$ cat src/amtm_pkg.sv
// Package: shared widths, constants and interface structs of the median / trimmed-mean filter.
package amtm_pkg;

   // Field widths of the stream payloads
   localparam int SAMPLE_W = 12;
   localparam int CHAN_W   = 4;
   localparam int REQ_DATA_W = 16;   // sample, channel
   localparam int RSP_DATA_W = 24;   // median, average

   localparam logic [SAMPLE_W-1:0] SAMPLE_MAX     = 12'hFFF;
   localparam logic [CHAN_W-1:0]   CHAN_SEL_RESET = 4'd2;

   // Median queue between front and back
   localparam int QUEUE_DEPTH = 2;
   localparam int QUEUE_PTR_W = $clog2(QUEUE_DEPTH);

   typedef struct packed {
      logic                full;
      logic                empty;
   } queue_status_type;

   typedef struct packed {
      logic                valid;
      logic [SAMPLE_W-1:0] median;
   } median_push_type;

endpackage

$ cat src/amtm_front.sv
// Front end: channel select register, sorted insertion cells and lower median at frame end.
module amtm_front import amtm_pkg::*; #(
   parameter int ADD_COUNT = 8
) (
   input  logic                  clock,
   input  logic                  reset,
   input  logic                  req_tvalid,
   output logic                  req_tready,
   input  logic [REQ_DATA_W-1:0] req_tdata,   // [11:0] sample, [15:12] channel
   input  logic                  req_tlast,   // frame_end
   input  logic                  req_tuser,   // discard_frame
   input  logic                  csr_valid,
   output logic                  csr_ready,
   input  logic [CHAN_W-1:0]     csr_data,    // channel_select
   input  queue_status_type      q_status,
   output median_push_type       push
);

   localparam int CNT_W = $clog2(ADD_COUNT + 1);
   localparam int IDX_W = (ADD_COUNT > 1) ? $clog2(ADD_COUNT) : 1;

   logic [CHAN_W-1:0]   chan_sel_ff, chan_sel_in;
   logic [CNT_W-1:0]    count_ff, count_in;
   logic [SAMPLE_W-1:0] cell_ff [ADD_COUNT];
   logic [SAMPLE_W-1:0] cell_in [ADD_COUNT];
   logic [ADD_COUNT-1:0] gt;
   logic [SAMPLE_W-1:0] sample;
   logic [CNT_W-1:0]    cnt_next;
   logic [CNT_W-1:0]    mid_wide;
   logic [IDX_W-1:0]    mid_idx;
   logic                accept;
   logic                keep;

   assign sample     = req_tdata[SAMPLE_W-1:0];
   assign req_tready = !q_status.full;
   assign csr_ready  = 1'b1;
   assign accept     = req_tvalid && req_tready;
   assign keep       = (req_tdata[REQ_DATA_W-1:SAMPLE_W] == chan_sel_ff)
                       && (count_ff < CNT_W'(ADD_COUNT));

   // Compare new sample against every occupied cell (cells are ascending)
   always_comb begin
      for (int i = 0; i < ADD_COUNT; i++) begin
         gt[i] = (CNT_W'(i) < count_ff) && (cell_ff[i] > sample);
      end
   end

   // Shift larger cells up by one and drop the sample into the gap
   always_comb begin
      for (int i = 0; i < ADD_COUNT; i++) begin
         if (i > 0 && gt[(i > 0) ? i - 1 : 0]) begin
            cell_in[i] = cell_ff[(i > 0) ? i - 1 : 0];
         end else if (gt[i] || CNT_W'(i) == count_ff) begin
            cell_in[i] = sample;
         end else begin
            cell_in[i] = cell_ff[i];
         end
      end
   end

   // Kept count after this item and the lower-median index
   assign cnt_next = keep ? count_ff + CNT_W'(1) : count_ff;
   assign mid_wide = (cnt_next - CNT_W'(1)) >> 1;
   assign mid_idx  = mid_wide[IDX_W-1:0];

   // Push a median at a frame end that has samples and is not discarded
   always_comb begin
      push.valid  = accept && req_tlast && !req_tuser && (cnt_next != '0);
      push.median = keep ? cell_in[mid_idx] : cell_ff[mid_idx];
   end

   // Next count and channel select
   always_comb begin
      count_in    = count_ff;
      chan_sel_in = chan_sel_ff;
      if (accept) begin
         count_in = req_tlast ? '0 : cnt_next;
      end
      if (csr_valid && csr_ready) begin
         chan_sel_in = csr_data;
      end
   end

   always_ff @(posedge clock) begin
      if (reset) begin
         count_ff    <= '0;
         chan_sel_ff <= CHAN_SEL_RESET;
      end else begin
         count_ff    <= count_in;
         chan_sel_ff <= chan_sel_in;
      end
   end

   // Cells hold payload only
   always_ff @(posedge clock) begin
      if (accept && keep) begin
         for (int i = 0; i < ADD_COUNT; i++) begin
            cell_ff[i] <= cell_in[i];
         end
      end
   end

endmodule

$ cat src/amtm_queue.sv
// Short median queue between the front end and the back end.
module amtm_queue import amtm_pkg::*; (
   input  logic                clock,
   input  logic                reset,
   input  median_push_type     push,
   input  logic                pop,
   output logic [SAMPLE_W-1:0] pop_median,
   output queue_status_type    q_status
);

   logic [SAMPLE_W-1:0]  mem_ff [QUEUE_DEPTH];
   logic [QUEUE_PTR_W-1:0] wr_ptr_ff, wr_ptr_in;
   logic [QUEUE_PTR_W-1:0] rd_ptr_ff, rd_ptr_in;
   logic [QUEUE_PTR_W:0]   fill_ff, fill_in;
   logic                   do_push;
   logic                   do_pop;

   assign q_status.full  = (fill_ff == (QUEUE_PTR_W + 1)'(QUEUE_DEPTH));
   assign q_status.empty = (fill_ff == '0);
   assign do_push        = push.valid && !q_status.full;
   assign do_pop         = pop && !q_status.empty;
   assign pop_median     = mem_ff[rd_ptr_ff];

   // Advance pointers and fill level
   always_comb begin
      wr_ptr_in = do_push ? wr_ptr_ff + QUEUE_PTR_W'(1) : wr_ptr_ff;
      rd_ptr_in = do_pop  ? rd_ptr_ff + QUEUE_PTR_W'(1) : rd_ptr_ff;
      fill_in   = fill_ff;
      if (do_push && !do_pop) begin
         fill_in = fill_ff + (QUEUE_PTR_W + 1)'(1);
      end else if (do_pop && !do_push) begin
         fill_in = fill_ff - (QUEUE_PTR_W + 1)'(1);
      end
   end

   always_ff @(posedge clock) begin
      if (reset) begin
         wr_ptr_ff <= '0;
         rd_ptr_ff <= '0;
         fill_ff   <= '0;
      end else begin
         wr_ptr_ff <= wr_ptr_in;
         rd_ptr_ff <= rd_ptr_in;
         fill_ff   <= fill_in;
      end
   end

   always_ff @(posedge clock) begin
      if (do_push) begin
         mem_ff[wr_ptr_ff] <= push.median;
      end
   end

endmodule

$ cat src/amtm_back.sv
// Back end: running sum/min/max of medians, reciprocal-multiply trimmed mean, result register.
module amtm_back import amtm_pkg::*; #(
   parameter int AVG_COUNT = 8
) (
   input  logic                  clock,
   input  logic                  reset,
   input  queue_status_type      q_status,
   input  logic [SAMPLE_W-1:0]   pop_median,
   output logic                  pop,
   output logic                  rsp_tvalid,
   input  logic                  rsp_tready,
   output logic [RSP_DATA_W-1:0] rsp_tdata,   // [11:0] median, [23:12] average
   output logic                  rsp_tuser    // average_valid
);

   localparam int SUM_W   = SAMPLE_W + $clog2(AVG_COUNT + 1);
   localparam int MCNT_W  = $clog2(AVG_COUNT);
   localparam int DIV_N   = AVG_COUNT - 2;
   // floor(x / DIV_N) == (x * RECIP) >> SHIFT for every x below 2**SUM_W
   localparam int SHIFT   = SUM_W + $clog2(DIV_N);
   localparam int RECIP_W = SUM_W + 1;
   localparam int PROD_W  = SUM_W + RECIP_W;
   localparam logic [RECIP_W-1:0] RECIP =
      RECIP_W'(((64'd1 << SHIFT) + 64'(DIV_N) - 64'd1) / 64'(DIV_N));

   localparam logic [1:0] ST_IDLE = 2'd0;
   localparam logic [1:0] ST_TRIM = 2'd1;
   localparam logic [1:0] ST_DIV  = 2'd2;
   localparam logic [1:0] ST_OUT  = 2'd3;

   logic [1:0]          state_ff, state_in;
   logic [SUM_W-1:0]    sum_ff, sum_in;
   logic [SAMPLE_W-1:0] min_ff, min_in;
   logic [SAMPLE_W-1:0] max_ff, max_in;
   logic [MCNT_W-1:0]   mcnt_ff, mcnt_in;
   logic [SAMPLE_W-1:0] med_hold_ff, med_hold_in;
   logic [SUM_W-1:0]    quo_ff, quo_in;
   logic                out_valid_ff, out_valid_in;
   logic [RSP_DATA_W-1:0] out_data_ff, out_data_in;
   logic                out_flag_ff, out_flag_in;
   logic                out_free;
   logic [PROD_W-1:0]   product;

   assign out_free   = !out_valid_ff || rsp_tready;
   assign pop        = (state_ff == ST_IDLE) && !q_status.empty && out_free;
   assign rsp_tvalid = out_valid_ff;
   assign rsp_tdata  = out_data_ff;
   assign rsp_tuser  = out_flag_ff;

   // Trimmed sum times the reciprocal of the divisor
   assign product = PROD_W'(quo_ff) * PROD_W'(RECIP);

   always_comb begin
      state_in     = state_ff;
      sum_in       = sum_ff;
      min_in       = min_ff;
      max_in       = max_ff;
      mcnt_in      = mcnt_ff;
      med_hold_in  = med_hold_ff;
      quo_in       = quo_ff;
      out_valid_in = out_valid_ff && !rsp_tready;
      out_data_in  = out_data_ff;
      out_flag_in  = out_flag_ff;
      unique case (state_ff)
         ST_IDLE: begin
            // Fold the median into the running set
            if (pop) begin
               sum_in      = sum_ff + SUM_W'(pop_median);
               min_in      = (pop_median < min_ff) ? pop_median : min_ff;
               max_in      = (pop_median > max_ff) ? pop_median : max_ff;
               med_hold_in = pop_median;
               if (mcnt_ff == MCNT_W'(AVG_COUNT - 1)) begin
                  mcnt_in  = '0;
                  state_in = ST_TRIM;
               end else begin
                  mcnt_in      = mcnt_ff + MCNT_W'(1);
                  out_valid_in = 1'b1;
                  out_data_in  = {{SAMPLE_W{1'b0}}, pop_median};
                  out_flag_in  = 1'b0;
               end
            end
         end
         ST_TRIM: begin
            // Drop min and max, restart the set
            quo_in   = sum_ff - SUM_W'(min_ff) - SUM_W'(max_ff);
            sum_in   = '0;
            min_in   = SAMPLE_MAX;
            max_in   = '0;
            state_in = ST_DIV;
         end
         ST_DIV: begin
            // Take the quotient from the upper product bits
            quo_in   = SUM_W'(product[SHIFT +: SAMPLE_W]);
            state_in = ST_OUT;
         end
         ST_OUT: begin
            // Hold until the result register is free
            if (out_free) begin
               out_valid_in = 1'b1;
               out_data_in  = {quo_ff[SAMPLE_W-1:0], med_hold_ff};
               out_flag_in  = 1'b1;
               state_in     = ST_IDLE;
            end
         end
         default: state_in = ST_IDLE;
      endcase
   end

   always_ff @(posedge clock) begin
      if (reset) begin
         state_ff     <= ST_IDLE;
         sum_ff       <= '0;
         min_ff       <= SAMPLE_MAX;
         max_ff       <= '0;
         mcnt_ff      <= '0;
         out_valid_ff <= 1'b0;
      end else begin
         state_ff     <= state_in;
         sum_ff       <= sum_in;
         min_ff       <= min_in;
         max_ff       <= max_in;
         mcnt_ff      <= mcnt_in;
         out_valid_ff <= out_valid_in;
      end
   end

   always_ff @(posedge clock) begin
      med_hold_ff <= med_hold_in;
      quo_ff      <= quo_in;
      out_data_ff <= out_data_in;
      out_flag_ff <= out_flag_in;
   end

endmodule

$ cat src/adc_median_trimmed_mean.sv
// Top level: median filter per frame with a trimmed mean over a set of medians.
//
//   port group | direction | tdata / data               | tlast     | tuser
//   req_       | in        | [11:0] sample, [15:12] chan | frame_end | discard_frame
//   rsp_       | out       | [11:0] median, [23:12] avg  | -         | average_valid
//   csr_       | in        | [3:0] channel_select        | -         | -
//
// The front end takes one item per cycle while the queue has room; the sorted
// insertion cells and the median pick settle in that cycle. The back end pops
// a median when idle with its result register free; a median that closes a
// set goes through trim, multiply by the reciprocal of AVG_COUNT-2 and result
// load before the next pop. A two-entry median queue lets the front run on
// while the back end works; req_tready drops only when that queue is full.
// Synchronous reset clears counts, running set and channel_select (to 2).
module adc_median_trimmed_mean import amtm_pkg::*; #(
   parameter int ADD_COUNT = 8,
   parameter int AVG_COUNT = 8
) (
   input  logic                  clock,
   input  logic                  reset,
   input  logic                  req_tvalid,
   output logic                  req_tready,
   input  logic [REQ_DATA_W-1:0] req_tdata,   // [11:0] sample, [15:12] channel
   input  logic                  req_tlast,   // frame_end
   input  logic                  req_tuser,   // discard_frame
   output logic                  rsp_tvalid,
   input  logic                  rsp_tready,
   output logic [RSP_DATA_W-1:0] rsp_tdata,   // [11:0] median, [23:12] average
   output logic                  rsp_tuser,   // average_valid
   input  logic                  csr_valid,
   output logic                  csr_ready,
   input  logic [CHAN_W-1:0]     csr_data     // channel_select
);

   queue_status_type    q_status;
   median_push_type     push;
   logic                pop;
   logic [SAMPLE_W-1:0] pop_median;

   amtm_front #(
      .ADD_COUNT (ADD_COUNT)
   ) u_front (
      .clock      (clock),
      .reset      (reset),
      .req_tvalid (req_tvalid),
      .req_tready (req_tready),
      .req_tdata  (req_tdata),
      .req_tlast  (req_tlast),
      .req_tuser  (req_tuser),
      .csr_valid  (csr_valid),
      .csr_ready  (csr_ready),
      .csr_data   (csr_data),
      .q_status   (q_status),
      .push       (push)
   );

   amtm_queue u_queue (
      .clock      (clock),
      .reset      (reset),
      .push       (push),
      .pop        (pop),
      .pop_median (pop_median),
      .q_status   (q_status)
   );

   amtm_back #(
      .AVG_COUNT (AVG_COUNT)
   ) u_back (
      .clock      (clock),
      .reset      (reset),
      .q_status   (q_status),
      .pop_median (pop_median),
      .pop        (pop),
      .rsp_tvalid (rsp_tvalid),
      .rsp_tready (rsp_tready),
      .rsp_tdata  (rsp_tdata),
      .rsp_tuser  (rsp_tuser)
   );

endmodule

$ cat config.mk
export PLATFORM = sky130hd
export DESIGN_NAME = adc_median_trimmed_mean
export DESIGN_NICKNAME = d
export VERILOG_FILES = /design/src/amtm_pkg.sv /design/src/amtm_front.sv /design/src/amtm_queue.sv /design/src/amtm_back.sv /design/src/adc_median_trimmed_mean.sv
export SDC_FILE = /design/constraint.sdc
export NUM_CORES = 1
export LEC_CHECK = 0
export BUFFER_PORTS_ARGS = -buffer_cell sky130_fd_sc_hd__buf_2
export CAP_MARGIN = 0
export CORE_MARGIN = 10
export CORE_UTILIZATION = 40
export CTS_BUF_LIST = sky130_fd_sc_hd__clkbuf_2 sky130_fd_sc_hd__clkbuf_4 sky130_fd_sc_hd__clkbuf_8
export DETAILED_ROUTE_END_ITERATION = 12
export GPL_TIMING_DRIVEN = 0
export MAX_ROUTING_LAYER = met4
export PLACE_DENSITY_LB_ADDON = 0.08
export RECOVER_POWER = 100
export REMOVE_ABC_BUFFERS = 1
export SLEW_MARGIN = 20
export SYNTH_ARGS = -nofsm -noshare
export SYNTH_HDL_FRONTEND = slang
export SYNTH_SLANG_ARGS = --single-unit
$ cat constraint.sdc
create_clock -name clock -period 15.9 [get_ports clock]
set_input_delay 2.385 -clock clock [delete_from_list [all_inputs] [get_ports clock]]
set_output_delay 2.385 -clock clock [all_outputs]
set_load 0.01 [all_outputs]
==> summary.txt <==
STA
  – Peak Freq: 85.55 MHz
  – # setup viols final: 0
  – Slew margin rel.: -0.7145
  – Final setup margin: 4211 ps
  – Hold Violations, Final: 0
  – Worst clock skew: 33.63 ps
  – Tcrit/Tclk final: 0.7352
  – Slew Viols, Final: 258
  – Final hold slack: 471.0 ps
  – RSZ-0062 raised after global routing: no
  – Worst-margin pin slew: 2538 ps
  – Post-layout min period: 11690 ps
  – Total negative slack: 0 ps

Placed design
  – Buffers on Ports: 53
  – Post-DP HPWL: 57860 um
  – Placed instance count: 3153
  – Final Wtd Congestion: 0.9252
  – Place WS: 7455 ps

Synth
  – Largest area contributor in the netlist: edfxtp_1
  – Synth top area share: 0.2318
  – Post-synthesis sequential area ratio: 0.2845
  – Asr flop ratio synth: 0
  – YS warnings: 0
  – Synth Flop Type: edfxtp_1
  – Syn avg cell area: 9.176 um^2
  – Count leader, synth: ha_1
  – Area contributors post-synth: edfxtp_1 23%, ha_1 16%, fa_1 8.0%
  – Netlist cell types: 87
  – Register bit total from synthesis: 232
  – Most instantiated cells after synthesis: 278 x ha_1, 263 x inv_1, 223 x a21oi_1
  – Post-Synthesis Cells: 2442
  – Post-Syn Area: 0.02241 mm^2
  – EDFF count, synth: 173

Clocking
  – Clk buf depth: 3
  – CTS Hold Buffers Added: 0
  – H-tree levels: 2
  – Clock Pin Slew Worst Setup and Hold Paths: 60 ps
  – Root Buffer: clkbuf_8
  – Clk sink count: 232
  – CTS buffer count: 46
  – Skew-Pair Late Insertion Delay: 640 ps
  – Post-CTS setup buffers: 0
  – Post-CTS sizing: 0
  – CTS tree: done

Floorplan
  – Num ports: 55
  – Die area: 0.06589 mm^2
  – Die H: 256.7 um
  – Starting Density: 0.4051
  – Die width: 256.7 um
  – Site Rows: 86
  – Placeable Area: 0.05531 mm^2

Global routing
  – Initial antenna violation count: 1
  – Largest net degree at the start of global routing: 49
  – First-pass GRT wire length: 115700 um
  – Grt total ovfl: 0
  – Vias in the first global route: 19063
  – GRT Util Overall: 0.2317

Critical path
  – Crit-path slowest cell: clkbuf_1
  – Worst Path Required: 16180 ps
  – Crit path launch type: primary input
  – Crit path largest cell delay: 1620 ps
  – WP data arrival: 11970 ps
  – CP max FO: 36
  – Crit path kind: in2reg
  – Crit. End Element: register
  – Cells along the critical path: buf_2, xnor2_1, nand4_1, nor2_1, mux2i_1, ha_1, clkbuf_1, inv_1, nand3_1, and2_0, o22a_1, o22ai_1, a2111oi_0, a211oi_1, nor4_1

Drt
  – Initial DRC count: 1630
  – DRT Wirelength: 76880 um
  – Number of remaining DRC errors: 0
  – DR WL/cell: 23.75 um
  – Via count: 19412
  – Vias per inst: 5.997
  – DRT Pass-1 Iters: 6
  – Antenna-violating nets left: 0

Cells and area
  – Layout Nets: 2847
  – Non-Filler Instances: 3237
  – Layout cells sized above 1: 0.07154
  – Syn-to-layout area delta: 8.152%

Flow run
  – Max-Cap Viols: 9

Outcome
  – Failing checks: max-capacitance violations, max-slew violations
  – Status: finished with violations

Hold path
  – Worst Hold Class: reg2reg
-- routing by layer --
layer	vias up	GRT usage	wire [um]	part of all wire
met3	193	0.03280	4906	0.064
met1	9456	0.2875	32740	0.43
li1	8978	-	-	-
met2	785	0.3757	36240	0.47
met4	0	0.09203	2994	0.039
met5	-	-	0	0
-- path summary, 6_finish.rpt --
check                                                          from                               to  slack [ps]  cells after the start
worst min-delay path                 u_back.mcnt_ff[1]$_SDFFE_PP0P_   u_back.mcnt_ff[1]$_SDFFE_PP0P_         470                      2
worst min register to register       u_back.mcnt_ff[1]$_SDFFE_PP0P_   u_back.mcnt_ff[1]$_SDFFE_PP0P_         470                      2
worst max register to register  u_front.chan_sel_ff[3]$_SDFFE_PP0P_  u_queue.mem_ff[1][11]$_DFFE_PP_        5730                     14
worst max-delay path                                  req_tdata[12]  u_queue.mem_ff[1][11]$_DFFE_PP_        4210                     15
-- layout by cell type, fill, tap and decap left out, types with 43 or more instances in the layout --
| master | n |
|---|---|
| dfxtp_1 | 58 |
| o21ai_0 | 65 |
| fa_1 | 89 |
| nor2_1 | 209 |
| ha_1 | 278 |
| mux2i_1 | 45 |
| a211oi_1 | 43 |
| edfxtp_1 | 173 |
| clkbuf_8 | 47 |
| a21oi_1 | 224 |
| nand3_1 | 50 |
| nand2_1 | 155 |
| inv_1 | 263 |
-- sequential cells by signal, indices dropped and copies added, names as in the netlist, 4 cells and up, named ones only --
| register | cells |
|---|---|
| u_back.max_ff | 12 |
| u_back.sum_ff | 16 |
| u_back.med_hold_ff | 12 |
| u_back.quo_ff | 16 |
| u_front.cell_ff | 96 |
| u_front.count_ff | 4 |
| u_back.min_ff | 12 |
| u_back.rsp_tdata | 24 |
| u_queue.mem_ff | 24 |
| u_front.chan_sel_ff | 4 |
-- cell type report --
cell class,instances,area [um^2]
inverters,267,1006
diodes,1,2.502
fillers,5481,31070
well taps,748,935.9
clock inverters,19,156.4
multi-input cells,1828,14510
repair buffers,78,474.2
clock buffers,64,774.5
flip-flops and latches,232,6377
-- critical path, delay by kind of cell --
kind                       cells  cell delay [ps]
and+or+nand+nor                5             4110
buffers and inverters          3             2720
adders and majority gates      1             1200
AOI/OAI and AO/OA              4             1030
muxes                          1              320
xor gates and xnor gates       1              160
-- cells by family after synthesis --
kind of cell               share of synthesized area
DFF                                           0.2845
buffers and inverters                        0.06751
muxes                                        0.04523
and+or+nand+nor                               0.1312
other                                      0.0001674
adders and majority gates                     0.2347
xor gates and xnor gates                     0.02234
AOI/OAI and AO/OA                             0.2143
-- through the flow --
stage	cell area, um^2	utilization
6_report	24230	0.4382
3_3_place_gp	23100	0.4176
3_5_place_dp	23660	0.4279
4_1_cts	24590	0.4447
5_1_grt	24230	0.4382
2_1_floorplan	21900	-
Power is left out: the tool's default activity adds up to more than one toggle a clock period on the data nets, which glitch-free logic cannot reach.
